$ cat src/rtl/rhlv_pkg.sv
// shared types, codes and constants for the rssi history link verdict block
// no dependencies; the top, datapath and controller files refer to this package by scoped names

package rhlv_pkg;

    // history depth default
    localparam int HISTORY_DEPTH_DEF = 128;

    // field widths
    localparam int SAMPLE_W   = 9;
    localparam int PKT_W      = 32;
    localparam int CFG_ADDR_W = 3;
    localparam int CFG_DATA_W = 16;
    localparam int LOSS_W     = 39;

    // opcodes
    localparam logic [1:0] OP_PUSH  = 2'd0;
    localparam logic [1:0] OP_CLEAR = 2'd1;
    localparam logic [1:0] OP_EVAL  = 2'd2;

    // register indexes
    localparam logic [CFG_ADDR_W-1:0] CFG_SF          = 3'd0;
    localparam logic [CFG_ADDR_W-1:0] CFG_MIN_SAMPLES = 3'd1;
    localparam logic [CFG_ADDR_W-1:0] CFG_LOSS_MAX    = 3'd2;
    localparam logic [CFG_ADDR_W-1:0] CFG_MARGIN_MIN  = 3'd3;
    localparam logic [CFG_ADDR_W-1:0] CFG_MARGIN_GOOD = 3'd4;
    localparam logic [CFG_ADDR_W-1:0] CFG_ASYM_MAX    = 3'd5;

    // register reset values
    localparam logic [3:0]        RST_SF          = 4'd9;
    localparam logic [15:0]       RST_MIN_SAMPLES = 16'd10;
    localparam logic [6:0]        RST_LOSS_MAX    = 7'd10;
    localparam logic signed [7:0] RST_MARGIN_MIN  = 8'sd10;
    localparam logic signed [7:0] RST_MARGIN_GOOD = 8'sd20;
    localparam logic [7:0]        RST_ASYM_MAX    = 8'd10;

    // verdicts
    localparam logic [1:0] VERD_COLLECT  = 2'd0;
    localparam logic [1:0] VERD_REJECT   = 2'd1;
    localparam logic [1:0] VERD_LIMIT    = 2'd2;
    localparam logic [1:0] VERD_APPROVED = 2'd3;

    // reason codes
    localparam logic [2:0] RSN_COLLECT  = 3'd0;
    localparam logic [2:0] RSN_LOSS     = 3'd1;
    localparam logic [2:0] RSN_LOW_MARG = 3'd2;
    localparam logic [2:0] RSN_MARGINAL = 3'd3;
    localparam logic [2:0] RSN_ASYM     = 3'd4;
    localparam logic [2:0] RSN_OK       = 3'd5;

    // sample extremes, seed values of the min and max search
    localparam logic signed [SAMPLE_W-1:0] SAMPLE_MAX = 9'sh0ff;
    localparam logic signed [SAMPLE_W-1:0] SAMPLE_MIN = 9'sh100;

    // percent scale of the loss test
    localparam logic [6:0] LOSS_SCALE = 7'd100;

    // controller to datapath commands
    typedef struct packed {
        logic push;
        logic clear;
        logic load;
        logic rd_issue;
        logic div_start;
        logic div_step;
        logic mean_load;
        logic commit;
    } t_dp_cmd;

    // datapath to controller status
    typedef struct packed {
        logic walk_zero;
        logic walk_last;
        logic div_last;
    } t_dp_status;

    // receiver sensitivity in half-dB by spreading factor
    function automatic logic signed [9:0] sens_half_db(input logic [3:0] sf);
        logic signed [9:0] s;
        unique case (sf)
            4'd7:    s = -10'sd246;
            4'd8:    s = -10'sd252;
            4'd9:    s = -10'sd258;
            4'd10:   s = -10'sd264;
            4'd11:   s = -10'sd269;
            4'd12:   s = -10'sd274;
            default: s = -10'sd258;
        endcase
        return s;
    endfunction

endpackage

$ cat src/rtl/rssi_history_link_verdict.sv
// rssi history and link verdict, top level
// push and clear take one beat per cycle; an evaluate holds the input side until done
// an evaluate walks the held samples through the one read port, then divides the sum bit-serially;
// the sum is SUMW = 9 + log2(depth) bits wide (16 at depth 128)
// the next item is accepted the cycle after the result enters the output register
// sync active-low reset: empty history, default registers; sample memory is not cleared

module rssi_history_link_verdict #(
    parameter int HISTORY_DEPTH = rhlv_pkg::HISTORY_DEPTH_DEF
) (
    input  logic                            i_clk,
    input  logic                            i_rst_n,
    // input channel
    input  logic                            i_valid,
    output logic                            o_ready,
    input  logic [1:0]                      i_opcode,
    input  logic signed [8:0]               i_sample_dbm,
    input  logic [31:0]                     i_packets_sent,
    input  logic [31:0]                     i_packets_received,
    input  logic signed [8:0]               i_remote_dbm,
    // result channel
    output logic                            o_valid,
    input  logic                            i_ready,
    output logic [1:0]                      o_verdict,
    output logic [2:0]                      o_reason_code,
    output logic [7:0]                      o_sample_count,
    output logic signed [8:0]               o_min_dbm,
    output logic signed [8:0]               o_mean_dbm,
    output logic signed [8:0]               o_max_dbm,
    output logic signed [9:0]               o_margin_db,
    output logic [8:0]                      o_asymmetry_db,
    // register writes
    input  logic                            i_cfg_we,
    input  logic [rhlv_pkg::CFG_ADDR_W-1:0] i_cfg_addr,
    input  logic [rhlv_pkg::CFG_DATA_W-1:0] i_cfg_wdata
);

    // command and status between sequencer and datapath
    rhlv_pkg::t_dp_cmd    w_cmd;
    rhlv_pkg::t_dp_status w_status;

    // sequencer: takes input beats, steps walk / divide / verdict, owns result valid
    rhlv_ctrl u_ctrl (
        .i_clk   (i_clk),
        .i_rst_n (i_rst_n),
        .i_valid (i_valid),
        .o_ready (o_ready),
        .i_opcode(i_opcode),
        .o_valid (o_valid),
        .i_ready (i_ready),
        .o_cmd   (w_cmd),
        .i_status(w_status)
    );

    // datapath: sample ring in ram, running min/max/sum, divider, margin and verdict
    rhlv_datapath #(
        .HISTORY_DEPTH(HISTORY_DEPTH)
    ) u_dp (
        .i_clk             (i_clk),
        .i_rst_n           (i_rst_n),
        .i_cmd             (w_cmd),
        .o_status          (w_status),
        .i_cfg_we          (i_cfg_we),
        .i_cfg_addr        (i_cfg_addr),
        .i_cfg_wdata       (i_cfg_wdata),
        .i_sample_dbm      (i_sample_dbm),
        .i_packets_sent    (i_packets_sent),
        .i_packets_received(i_packets_received),
        .i_remote_dbm      (i_remote_dbm),
        .o_verdict         (o_verdict),
        .o_reason_code     (o_reason_code),
        .o_sample_count    (o_sample_count),
        .o_min_dbm         (o_min_dbm),
        .o_mean_dbm        (o_mean_dbm),
        .o_max_dbm         (o_max_dbm),
        .o_margin_db       (o_margin_db),
        .o_asymmetry_db    (o_asymmetry_db)
    );

endmodule

$ cat src/rtl/rhlv_ram.sv
// generic single write port, single read port ram with registered read data
// no dependencies

module rhlv_ram #(
    parameter int WIDTH = 9,
    parameter int DEPTH = 128,
    localparam int AW = $clog2(DEPTH)
) (
    input  logic             i_clk,
    input  logic             i_we,
    input  logic [AW-1:0]    i_waddr,
    input  logic [WIDTH-1:0] i_wdata,
    input  logic [AW-1:0]    i_raddr,
    output logic [WIDTH-1:0] o_rdata
);

    logic [WIDTH-1:0] r_mem [DEPTH];
    logic [WIDTH-1:0] r_rdata;

    always_ff @(posedge i_clk) begin
        if (i_we) begin
            r_mem[i_waddr] <= i_wdata;
        end
        r_rdata <= r_mem[i_raddr];
    end

    assign o_rdata = r_rdata;

endmodule

$ cat src/rtl/rhlv_datapath.sv
// datapath: config registers, sample ring, walk, divider, verdict and result register
// depends on rhlv_pkg and rhlv_ram

module rhlv_datapath #(
    parameter int HISTORY_DEPTH = rhlv_pkg::HISTORY_DEPTH_DEF
) (
    input  logic                                i_clk,
    input  logic                                i_rst_n,
    input  rhlv_pkg::t_dp_cmd                   i_cmd,
    output rhlv_pkg::t_dp_status                o_status,
    input  logic                                i_cfg_we,
    input  logic [rhlv_pkg::CFG_ADDR_W-1:0]     i_cfg_addr,
    input  logic [rhlv_pkg::CFG_DATA_W-1:0]     i_cfg_wdata,
    input  logic signed [8:0]                   i_sample_dbm,
    input  logic [31:0]                         i_packets_sent,
    input  logic [31:0]                         i_packets_received,
    input  logic signed [8:0]                   i_remote_dbm,
    output logic [1:0]                          o_verdict,
    output logic [2:0]                          o_reason_code,
    output logic [7:0]                          o_sample_count,
    output logic signed [8:0]                   o_min_dbm,
    output logic signed [8:0]                   o_mean_dbm,
    output logic signed [8:0]                   o_max_dbm,
    output logic signed [9:0]                   o_margin_db,
    output logic [8:0]                          o_asymmetry_db
);

    localparam int AW   = $clog2(HISTORY_DEPTH);
    localparam int CW   = $clog2(HISTORY_DEPTH + 1);
    localparam int PW   = AW + 1;
    localparam int SUMW = rhlv_pkg::SAMPLE_W + AW;
    localparam int DCW  = $clog2(SUMW + 1);
    localparam int LW   = rhlv_pkg::LOSS_W;

    // config registers
    logic [3:0]        r_sf;
    logic [15:0]       r_min_samples;
    logic [6:0]        r_loss_max;
    logic signed [7:0] r_margin_min;
    logic signed [7:0] r_margin_good;
    logic [7:0]        r_asym_max;

    // history state
    logic [AW-1:0] r_head;
    logic [CW-1:0] r_count;

    // evaluate operands
    logic [31:0]       r_sent;
    logic [31:0]       r_recv;
    logic signed [8:0] r_remote;

    // walk
    logic [AW-1:0] r_addr;
    logic [CW-1:0] r_left;
    logic          r_rd_pend;
    logic signed [SUMW-1:0] r_sum;
    logic signed [8:0]      r_mn;
    logic signed [8:0]      r_mx;

    // divider
    logic [SUMW-1:0] r_quo;
    logic [CW-1:0]   r_rem;
    logic            r_neg;
    logic [DCW-1:0]  r_dcnt;

    // loss test
    logic [LW-1:0] r_prod_loss;
    logic [LW-1:0] r_prod_lim;
    logic          r_lossy;
    logic          r_loss;

    logic signed [8:0] r_mean;

    // result register
    logic [1:0]        r_o_verdict;
    logic [2:0]        r_o_reason;
    logic [7:0]        r_o_count;
    logic signed [8:0] r_o_min;
    logic signed [8:0] r_o_mean;
    logic signed [8:0] r_o_max;
    logic signed [9:0] r_o_margin;
    logic [8:0]        r_o_asym;

    logic signed [8:0] w_rd_data;
    logic [8:0]        w_rd_raw;
    logic [PW-1:0]     w_start;
    logic [CW:0]       w_trial;
    logic              w_ge;
    logic [SUMW-1:0]   w_mag;
    logic [9:0]        w_qm;
    logic [9:0]        w_mean_s;
    logic signed [9:0]  w_sens;
    logic signed [10:0] w_x;
    logic signed [10:0] w_xr;
    logic signed [9:0]  w_margin;
    logic signed [9:0]  w_diff;
    logic signed [9:0]  w_absd;
    logic [8:0]         w_asym;
    logic               w_empty;
    logic [1:0]         w_verdict;
    logic [2:0]         w_reason;

    rhlv_ram #(
        .WIDTH(rhlv_pkg::SAMPLE_W),
        .DEPTH(HISTORY_DEPTH)
    ) u_store (
        .i_clk  (i_clk),
        .i_we   (i_cmd.push),
        .i_waddr(r_head),
        .i_wdata(i_sample_dbm),
        .i_raddr(r_addr),
        .o_rdata(w_rd_raw)
    );

    assign w_rd_data = $signed(w_rd_raw);

    // oldest held entry, modulo depth
    always_comb begin
        if (PW'(r_head) >= PW'(r_count)) begin
            w_start = PW'(r_head) - PW'(r_count);
        end else begin
            w_start = PW'(r_head) + PW'(HISTORY_DEPTH) - PW'(r_count);
        end
    end

    // one restoring step
    assign w_trial = {r_rem, r_quo[SUMW-1]};
    assign w_ge    = (w_trial >= {1'b0, r_count});
    assign w_mag   = r_sum[SUMW-1] ? SUMW'(-r_sum) : SUMW'(r_sum);

    // quotient magnitude is at most 256, so ten bits carry it
    assign w_qm     = r_quo[9:0];
    assign w_mean_s = r_neg ? (10'd0 - w_qm) : w_qm;

    // margin, half-dB difference halved toward zero
    assign w_sens   = rhlv_pkg::sens_half_db(r_sf);
    assign w_x      = (11'(r_mean) <<< 1) - 11'(w_sens);
    assign w_xr     = w_x + $signed({10'd0, w_x[10]});
    assign w_margin = $signed(w_xr[10:1]);

    assign w_diff = 10'(r_mean) - 10'(r_remote);
    assign w_absd = w_diff[9] ? (10'sd0 - w_diff) : w_diff;
    assign w_asym = w_absd[8:0];

    assign w_empty = (r_count == '0);

    always_comb begin
        if (w_empty || (r_recv < 32'(r_min_samples))) begin
            w_verdict = rhlv_pkg::VERD_COLLECT;
            w_reason  = rhlv_pkg::RSN_COLLECT;
        end else if (r_loss) begin
            w_verdict = rhlv_pkg::VERD_REJECT;
            w_reason  = rhlv_pkg::RSN_LOSS;
        end else if (w_margin < 10'(r_margin_min)) begin
            w_verdict = rhlv_pkg::VERD_REJECT;
            w_reason  = rhlv_pkg::RSN_LOW_MARG;
        end else if (w_margin < 10'(r_margin_good)) begin
            w_verdict = rhlv_pkg::VERD_LIMIT;
            w_reason  = rhlv_pkg::RSN_MARGINAL;
        end else if (w_asym > 9'(r_asym_max)) begin
            w_verdict = rhlv_pkg::VERD_LIMIT;
            w_reason  = rhlv_pkg::RSN_ASYM;
        end else begin
            w_verdict = rhlv_pkg::VERD_APPROVED;
            w_reason  = rhlv_pkg::RSN_OK;
        end
    end

    // config and history control state
    always_ff @(posedge i_clk) begin
        if (!i_rst_n) begin
            r_sf          <= rhlv_pkg::RST_SF;
            r_min_samples <= rhlv_pkg::RST_MIN_SAMPLES;
            r_loss_max    <= rhlv_pkg::RST_LOSS_MAX;
            r_margin_min  <= rhlv_pkg::RST_MARGIN_MIN;
            r_margin_good <= rhlv_pkg::RST_MARGIN_GOOD;
            r_asym_max    <= rhlv_pkg::RST_ASYM_MAX;
            r_head        <= '0;
            r_count       <= '0;
            r_rd_pend     <= 1'b0;
        end else begin
            if (i_cfg_we) begin
                unique case (i_cfg_addr)
                    rhlv_pkg::CFG_SF:          r_sf          <= i_cfg_wdata[3:0];
                    rhlv_pkg::CFG_MIN_SAMPLES: r_min_samples <= i_cfg_wdata;
                    rhlv_pkg::CFG_LOSS_MAX:    r_loss_max    <= i_cfg_wdata[6:0];
                    rhlv_pkg::CFG_MARGIN_MIN:  r_margin_min  <= $signed(i_cfg_wdata[7:0]);
                    rhlv_pkg::CFG_MARGIN_GOOD: r_margin_good <= $signed(i_cfg_wdata[7:0]);
                    rhlv_pkg::CFG_ASYM_MAX:    r_asym_max    <= i_cfg_wdata[7:0];
                    default: ;
                endcase
            end
            if (i_cmd.push) begin
                r_head <= (r_head == AW'(HISTORY_DEPTH - 1)) ? '0 : r_head + 1'b1;
                if (r_count != CW'(HISTORY_DEPTH)) begin
                    r_count <= r_count + 1'b1;
                end
            end else if (i_cmd.clear) begin
                r_head  <= '0;
                r_count <= '0;
            end
            r_rd_pend <= i_cmd.rd_issue;
        end
    end

    // walk, divider and statistics
    always_ff @(posedge i_clk) begin
        if (i_cmd.load) begin
            r_sent   <= i_packets_sent;
            r_recv   <= i_packets_received;
            r_remote <= i_remote_dbm;
            r_addr   <= w_start[AW-1:0];
            r_left   <= r_count;
            r_sum    <= '0;
            r_mn     <= rhlv_pkg::SAMPLE_MAX;
            r_mx     <= rhlv_pkg::SAMPLE_MIN;
        end else begin
            if (i_cmd.rd_issue) begin
                r_addr <= (r_addr == AW'(HISTORY_DEPTH - 1)) ? '0 : r_addr + 1'b1;
                r_left <= r_left - 1'b1;
            end
            if (r_rd_pend) begin
                r_sum <= r_sum + SUMW'(w_rd_data);
                if (w_rd_data < r_mn) begin
                    r_mn <= w_rd_data;
                end
                if (w_rd_data > r_mx) begin
                    r_mx <= w_rd_data;
                end
            end
        end

        if (i_cmd.div_start) begin
            r_neg  <= r_sum[SUMW-1];
            r_quo  <= w_mag;
            r_rem  <= '0;
            r_dcnt <= DCW'(SUMW);
        end else if (i_cmd.div_step) begin
            r_rem  <= w_ge ? CW'(w_trial - {1'b0, r_count}) : w_trial[CW-1:0];
            r_quo  <= {r_quo[SUMW-2:0], w_ge};
            r_dcnt <= r_dcnt - 1'b1;
        end

        // loss products, settled long before they are compared
        r_prod_loss <= LW'(r_sent - r_recv) * LW'(rhlv_pkg::LOSS_SCALE);
        r_prod_lim  <= LW'(r_loss_max) * LW'(r_sent);
        r_lossy     <= (r_sent > r_recv);

        if (i_cmd.mean_load) begin
            r_mean <= w_empty ? 9'sd0 : $signed(w_mean_s[8:0]);
            r_loss <= r_lossy && (r_prod_loss > r_prod_lim);
        end

        if (i_cmd.commit) begin
            r_o_verdict <= w_verdict;
            r_o_reason  <= w_reason;
            r_o_count   <= 8'(r_count);
            r_o_min     <= w_empty ? 9'sd0 : r_mn;
            r_o_mean    <= r_mean;
            r_o_max     <= w_empty ? 9'sd0 : r_mx;
            r_o_margin  <= w_empty ? 10'sd0 : w_margin;
            r_o_asym    <= w_empty ? 9'd0 : w_asym;
        end
    end

    assign o_status.walk_zero = (r_left == '0);
    assign o_status.walk_last = (r_left == CW'(1));
    assign o_status.div_last  = (r_dcnt == DCW'(1));

    assign o_verdict      = r_o_verdict;
    assign o_reason_code  = r_o_reason;
    assign o_sample_count = r_o_count;
    assign o_min_dbm      = r_o_min;
    assign o_mean_dbm     = r_o_mean;
    assign o_max_dbm      = r_o_max;
    assign o_margin_db    = r_o_margin;
    assign o_asymmetry_db = r_o_asym;

    // history bounds
    a_count_bound: assert property (@(posedge i_clk) disable iff (!i_rst_n)
        r_count <= CW'(HISTORY_DEPTH))
        else $error("held count beyond depth");

    a_head_bound: assert property (@(posedge i_clk) disable iff (!i_rst_n)
        r_head <= AW'(HISTORY_DEPTH - 1))
        else $error("write head beyond depth");

    a_push_grows: assert property (@(posedge i_clk) disable iff (!i_rst_n)
        (i_cmd.push && (r_count != CW'(HISTORY_DEPTH))) |=> (r_count == $past(r_count) + 1'b1))
        else $error("push did not grow history");

endmodule

$ cat src/rtl/rhlv_ctrl.sv
// controller: input handshake, evaluate sequencing and output valid
// depends on rhlv_pkg

module rhlv_ctrl (
    input  logic                 i_clk,
    input  logic                 i_rst_n,
    input  logic                 i_valid,
    output logic                 o_ready,
    input  logic [1:0]           i_opcode,
    output logic                 o_valid,
    input  logic                 i_ready,
    output rhlv_pkg::t_dp_cmd    o_cmd,
    input  rhlv_pkg::t_dp_status i_status
);

    typedef enum logic [2:0] {
        S_IDLE,
        S_WALK,
        S_DRAIN,
        S_DIV_INIT,
        S_DIV,
        S_MEAN,
        S_FIN
    } t_state;

    t_state r_state;
    t_state n_state;
    logic   r_out_valid;
    logic   n_out_valid;
    rhlv_pkg::t_dp_cmd w_cmd;

    always_comb begin
        n_state = r_state;
        w_cmd   = '0;
        unique case (r_state)
            S_IDLE: begin
                if (i_valid) begin
                    case (i_opcode)
                        rhlv_pkg::OP_PUSH:  w_cmd.push = 1'b1;
                        rhlv_pkg::OP_CLEAR: w_cmd.clear = 1'b1;
                        rhlv_pkg::OP_EVAL: begin
                            w_cmd.load = 1'b1;
                            n_state    = S_WALK;
                        end
                        default: ;
                    endcase
                end
            end
            S_WALK: begin
                if (i_status.walk_zero) begin
                    n_state = S_DRAIN;
                end else begin
                    w_cmd.rd_issue = 1'b1;
                    if (i_status.walk_last) begin
                        n_state = S_DRAIN;
                    end
                end
            end
            S_DRAIN: n_state = S_DIV_INIT;
            S_DIV_INIT: begin
                w_cmd.div_start = 1'b1;
                n_state         = S_DIV;
            end
            S_DIV: begin
                w_cmd.div_step = 1'b1;
                if (i_status.div_last) begin
                    n_state = S_MEAN;
                end
            end
            S_MEAN: begin
                w_cmd.mean_load = 1'b1;
                n_state         = S_FIN;
            end
            S_FIN: begin
                if (!r_out_valid || i_ready) begin
                    w_cmd.commit = 1'b1;
                    n_state      = S_IDLE;
                end
            end
            default: n_state = S_IDLE;
        endcase
    end

    always_comb begin
        if (w_cmd.commit) begin
            n_out_valid = 1'b1;
        end else if (i_ready) begin
            n_out_valid = 1'b0;
        end else begin
            n_out_valid = r_out_valid;
        end
    end

    always_ff @(posedge i_clk) begin
        if (!i_rst_n) begin
            r_state     <= S_IDLE;
            r_out_valid <= 1'b0;
        end else begin
            r_state     <= n_state;
            r_out_valid <= n_out_valid;
        end
    end

    assign o_ready = (r_state == S_IDLE);
    assign o_valid = r_out_valid;
    assign o_cmd   = w_cmd;

    a_cmd_onehot: assert property (@(posedge i_clk) disable iff (!i_rst_n)
        $onehot0({w_cmd.push, w_cmd.clear, w_cmd.load, w_cmd.rd_issue,
                  w_cmd.div_start, w_cmd.div_step, w_cmd.mean_load, w_cmd.commit}))
        else $error("more than one datapath command");

    a_commit_shows: assert property (@(posedge i_clk) disable iff (!i_rst_n)
        w_cmd.commit |=> o_valid)
        else $error("committed result not presented");

    a_no_overrun: assert property (@(posedge i_clk) disable iff (!i_rst_n)
        w_cmd.commit |-> (!r_out_valid || i_ready))
        else $error("result overwritten before taken");

    a_no_overread: assert property (@(posedge i_clk) disable iff (!i_rst_n)
        w_cmd.rd_issue |-> !i_status.walk_zero)
        else $error("read beyond held samples");

endmodule

$ cat config.mk
export PLATFORM = sky130hd
export DESIGN_NAME = rssi_history_link_verdict
export DESIGN_NICKNAME = d
export VERILOG_FILES = /design/src/rtl/rhlv_pkg.sv /design/src/rtl/rssi_history_link_verdict.sv /design/src/rtl/rhlv_ram.sv /design/src/rtl/rhlv_datapath.sv /design/src/rtl/rhlv_ctrl.sv
export SDC_FILE = /design/constraint.sdc
export NUM_CORES = 2
export LEC_CHECK = 0
export BUFFER_PORTS_ARGS = -buffer_cell sky130_fd_sc_hd__buf_2
export CORE_MARGIN = 2
export CORE_UTILIZATION = 63
export DETAILED_ROUTE_END_ITERATION = 6
export PLACE_DENSITY_LB_ADDON = 0.12
export REMOVE_ABC_BUFFERS = 1
export SLEW_MARGIN = 5
export SYNTH_ARGS = -nofsm -noshare
export SYNTH_HDL_FRONTEND = slang
export SYNTH_HIERARCHICAL = 1
export SYNTH_SLANG_ARGS = --single-unit
$ cat constraint.sdc
create_clock -name i_clk -period 12.7 [get_ports i_clk]
set_input_delay 0.635 -clock i_clk [delete_from_list [all_inputs] [get_ports i_clk]]
set_output_delay 0.635 -clock i_clk [all_outputs]
set_load 0.02 [all_outputs]
---- Word-level counts from Yosys, hierarchy flattened ----
Memory sizes are Yosys's and may differ from the RTL's. A register that Yosys moved wholly into a read port is not among the register bits.
Cells that the tools add are included.
storage, ports and cells
  input bits .............................. 108
  word-level logic and storage cells ...... 174
  bits in latches ......................... 0
  bits in writable memories ............... 1152
  output and inout bits ................... 61
  flip-flop bits (word level) ............. 369
  memories kept ........................... 1
  ROM bits ................................ 0
memory list
  memory              words  bits a word  rd ports  clocked after Yosys merged registers in  write ports  line            RTL
  u_dp.u_store.r_mem  128    9            1         1                                        1            rhlv_ram.sv:17  logic [WIDTH-1:0] r_mem [DEPTH];
operators by class
  multiplexer cells ....................... 50
  add/subtract/negate cells ............... 17
  reductions and logical operators ........ 26
  bitwise gates (word level) .............. 0
  shift operators ......................... 0
  divide/modulo/power cells ............... 0
  $lt $le $gt $ge ......................... 10
  $mul .................................... 2
  equality and inequality tests ........... 29
operator list
  kind                   number
  $mux 7                 7
  $mux 16                3
  $mux 8                 6
  $pmux 9 s5             1
  $gt 39x39->1           1
  $mul 39x5->37 const B  1
  $mul 7x32->39          1
  $sub 32x32->33         1
  $gt 32x32->1           1
  $lt 32x16->1           1
  $mux 3                 8
  $add 7x1->7 const B    3
  $pmux 3 s7             1
  $lt 10x8->1            2
  $mux 1                 20
  $mux 9                 2
  $reduce_and 2->1       9
  $sub 1x9->9 const A    2
  $add 16x9->16          1
  $eq 4x4->1 const B     4
  $logic_not 8->1        2
  $neg 16->16            1
  $eq 3x3->1 const B     5
  $eq 7x7->1 const B     2
  other kinds (35)       49

---- Logic depth before layout (Yosys ltp) ----
  depth in word-level cells ............... 8
  depth in mapped cells ................... 28

---- Cells and area by module ----
Netlist, hierarchy kept.
by module, submodules not included
  module         cells each  area each (um2)  seq. area each (um2)  instances
  rhlv_ram       1816        44529.0          34773.4               1
  rhlv_datapath  3170        29458.3          9048.7                1
  rhlv_ctrl      41          352.8            80.1                  1

---- Worst setup path after synthesis ----
Ideal clock, no wire load.
  kind .................................... in2reg
  from .................................... input i_opcode[0]
  to ...................................... register u_dp.r_addr[3], data pin
  path buffers ............................ 2
  stages .................................. 6
  required time ........................... 12.546 ns
  path slack .............................. 3.367 ns
  arrival ................................. 9.179 ns
  library setup time ...................... 0.154 ns
  path through ............................ nand3b_1 nor4_1 inv_1 clkbuf_1 clkbuf_1 o22ai_1
RTL lines
  element               line                             RTL
  from (decl)           rssi_history_link_verdict.sv:16  input logic [1:0] i_opcode,
  to (signal assigned)  rhlv_datapath.sv:212             r_addr <= w_start[AW-1:0];
  to (signal assigned)  rhlv_datapath.sv:219             r_addr <= (r_addr == AW'(HISTORY_DEPTH - 1)) ? '0 : r_addr + 1'b1;
  to (decl)             rhlv_datapath.sv:53              logic [AW-1:0] r_addr;

---- Worst setup path after layout ----
  from .................................... register u_dp.r_sent[1]
  to ...................................... register u_dp.r_prod_loss[35]
on the way
  longest elaborated chain between the ends .. 2
RTL lines
  element                 line                  RTL
  from (decl)             rhlv_datapath.sv:48   logic [31:0] r_sent;
  from (signal assigned)  rhlv_datapath.sv:209  r_sent <= i_packets_sent;
  $sub 32x32->33          rhlv_datapath.sv:245  r_prod_loss <= LW'(r_sent - r_recv) * LW'(rhlv_pkg::LOSS_SCALE);
  $mul 39x5->37           rhlv_datapath.sv:245
  to (signal assigned)    rhlv_datapath.sv:245
  to (decl)               rhlv_datapath.sv:67   logic [LW-1:0] r_prod_loss;
Every way passes these cells.
A chain may end at the register's enable or synchronous reset.

==> reports/metrics.cfg <==
[placed_design]
place_area_mm2=0.07686
dp.cells=6607
port-buffer-count=168
gp_congestion=0.8840
hpwl_um=109400

[worst_setup_path]
worstSetupPathType=flip-flop to flip-flop
critPathBufInv=2
cp_max_fo=9
start_kind=flip-flop
cp.arrival_ns=7.29
crit_path_end_kind=flip-flop
cp.required_ns=13.35
path_cells=ha_1 -> nor2b_1 -> o21ai_0 -> a21boi_0 -> o31ai_1 -> nand2_1 -> a21oi_1 -> o21bai_1 -> a21o_1 -> xor2_1 -> ha_1 -> ha_1 -> inv_1 -> fa_1 -> inv_1 -> ha_1 -> and3_1 -> and4_1 -> a221o_1 -> o2bb2ai_1 -> a21oi_1 -> a21oi_1 -> o31a_1 -> a311o_1
slowest_delay_ns=0.54
crit_start=u_dp/r_sent[1]$_DFFE_PP_
cpMaxStageDelayCell=edfxtp_1
crit_family=compound AO/OA/AOI/OAI gates
rr_startpoint=u_dp/r_sent[1]$_DFFE_PP_
cpMostUsedCell=ha_1

[die]
die_y_um=347.5
start_util=0.6321
die_area_mm2=0.1208
ios=169
core_area_mm2=0.1176
num_rows=126
die_w_um=347.5

[global_routing]
grt_pass1_vias=43533
grt_max_degree=115
antenna_found_initial=7
grt_usage=0.2879
gr-total-overflow=0
grt_pass1_wl_um=262200

[finish]
diodes=0
drive_gt1_frac=0.1637
utilization=0.6978
final_cells=6904
final_area_mm2=0.08207
nets=5881
area_delta_synth_final_pct=10.40

[synth]
synth_area_mm2=0.07434
synth_seq_cells=1530
synthCells=5027
yosysTopAreaCell=edfxtp_1
synth_ff_type=edfxtp_1
synth_area_per_cell_um2=14.79
synth_top_cell_area_share=0.5356
ys_top_cells_by_area=edfxtp_1 (54%), mux4_2 (11%), ha_1 (5.7%)
synth_edf_count=1326
seq_area_frac_synth=0.5906
synth.distinct_cells=95
async_flop_share=0
yosys_warnings=6

[power]
pwr-share-clk=0.275
comb_power_share=0.358
p_seq_frac=0.368
power_density_mw_per_mm2=198.9
leakagePower_nw=30.24
switching_share=0.3296
p_int_w=0.01094
totalPowerFinal_w=0.01632
switchingPower_w=0.005380
peakVddDrop_v=0.0001591

[timing]
slew_viol_final=0
worstMarginPinSlew_ns=1.193
period_share=0.5229
fin_skew_ns=0.04387
setup_viol=0
clock.fmax_ghz=0.1506
hold_viol=0
rsz0062_at_grt=no
min_period_ns=6.640
relSlewSlack=0.2046

[routing]
wl_per_cell_um=24.74
wl_um=170800
vias=43031
drt_iter0_drc=4097
drt_first_pass_iters=6
antenna_left=0
via_per_inst=6.233
drc=0

[clocking]
cts_tree=done
clk_pin_slew_ns=0.06
cts.sinks=1530
clk_latency_ns=0.79
cts_root_buf=clkbuf_16
cts_buffer_depth=3
cts_resized=0
h-tree-depth=4
cts_buffers=154

[outcome]
run_status=finished, final reports clean

[min_path]
min_from=i_remote_dbm[8]
hold_class=input pin to flip-flop

[run]
maxCapViolations=0

[Yosys cell counts (19+ instances only)]
library cell  number
edfxtp_1        1326
clkbuf_1         126
or3_1             20
nand3_1           55
xor2_1            60
nand4_1           28
and3_1            24
inv_1            485
mux2i_1           32
buf_1             19
mux4_2           378
o21ai_0          107
a21boi_0          60
and2_1            81
nor3_1            45
fa_1             187
nor2b_1           54
a21o_1            84
o211ai_1          32
nor2_1           300
dfxtp_1          204
nand2b_1          41
ha_1             338
a21oi_1          133
o21a_1            34
xnor2_1          107
nand2_1          373
[placed cells by master (no fill, tap or decap), types with 59 or more instances in the layout]
| cell type | n |
|---|---|
| fa_1 | 187 |
| and2_1 | 81 |
| a21boi_0 | 60 |
| nand2_1 | 373 |
| a21o_1 | 84 |
| ha_1 | 338 |
| xor2_1 | 60 |
| a21oi_1 | 133 |
| dfxtp_1 | 204 |
| mux4_2 | 378 |
| edfxtp_1 | 1326 |
| buf_2 | 159 |
| nor2_1 | 300 |
| xnor2_1 | 107 |
| o21ai_0 | 107 |
| clkbuf_16 | 155 |
| buf_4 | 59 |
| inv_1 | 485 |
[registers in the layout, indices dropped and copies added (netlist names), 10 cells and up]
signal	cells
u_dp/u_store/r_mem	1152
u_dp/r_sum	16
u_dp/r_prod_lim	39
u_dp/o_margin_db	10
u_dp/r_sent	32
u_dp/r_quo	16
u_dp/r_prod_loss	37
u_dp/r_recv	32
u_dp/r_min_samples	16
[power groups by stage]
stage,Sequential [W],Combinational (W),Clock (W)
floorplan,0.00637,0.00460,0
global placement,0.00609,0.00564,0
detailed placement,0.00610,0.00574,0
CTS,0.00599,0.00584,0.00455
global route,0.00602,0.00641,0.00474
finish,0.00600,0.00584,0.00448
[layer usage]
layer / routed length (µm) / track usage
met2: 84380 / 0.4749
met4: 6556 / 0.1096
met3: 11750 / 0.04777
met5: 26 / 0
met1: 68080 / 0.3898
[logic make-up after synthesis]
family	count (synthesis)	share of synthesized area
adder cells (fa/ha/maj)	525	0.1072
multiplexers	425	0.1211
AO/OA/AOI/OAI	624	0.05711
AND/OR/NAND/NOR	1093	0.06958
XOR/XNOR	167	0.01968
flip-flops	1530	0.5906
buffers and inverters	663	0.03474
[repair_timing]
action                                  CTS  global route
hold endpoints to repair                 21             0
endpoints found under the setup margin    0             0
hold buffers                             21             0
buffers inserted                          0             0
[worst reg2reg max path: stages (launching register included)]
cell,delay (ns)
edfxtp_1,0.54
ha_1,0.37
nor2b_1,0.13
o21ai_0,0.20
a21boi_0,0.20
o31ai_1,0.48
nand2_1,0.26
a21oi_1,0.29
o21bai_1,0.09
a21o_1,0.21
xor2_1,0.16
ha_1,0.30
ha_1,0.27
inv_1,0.05
fa_1,0.53
inv_1,0.05
ha_1,0.36
and3_1,0.26
and4_1,0.22
a221o_1,0.36
o2bb2ai_1,0.15
a21oi_1,0.20
a21oi_1,0.14
o31a_1,0.33
a311o_1,0.36
[worst paths after layout]
path	endpoint	slack, ns	cells after the start
worst max-delay path	u_dp/r_prod_loss[35]$_DFF_P_	6.06	24
worst min-delay path	u_dp/r_remote[8]$_DFFE_PP_	0.04	1
worst max register to register	u_dp/r_prod_loss[35]$_DFF_P_	6.06	24
worst min register to register	u_dp/r_min_samples[4]$_SDFFE_PN0P_	0.46	2
[through the flow]
stage / TNS, ns / worst slack [ns] / hold WS (ns)
4_1_cts: 0 / 6.157 / 0.00004463
3_5_place_dp: 0 / 6.219 / 0.4594
3_3_place_gp: 0 / 6.367 / 0.4510
5_1_grt: 0 / 5.726 / 0.01349
2_1_floorplan: -46.88 / -3.057 / 0.4434
6_report: 0 / 6.060 / 0.04363
[cell type report]
class,count,area (µm²)
clock buffers,188,4053
clock inverters,88,949.7
fillers,7659,35540
inverters,486,1824
multi-input cells,2834,27910
flip-flops and latches,1530,43900
well taps,1536,1922
repair buffers,242,1509
No activity file was read; power rests on OpenSTA's default activity.
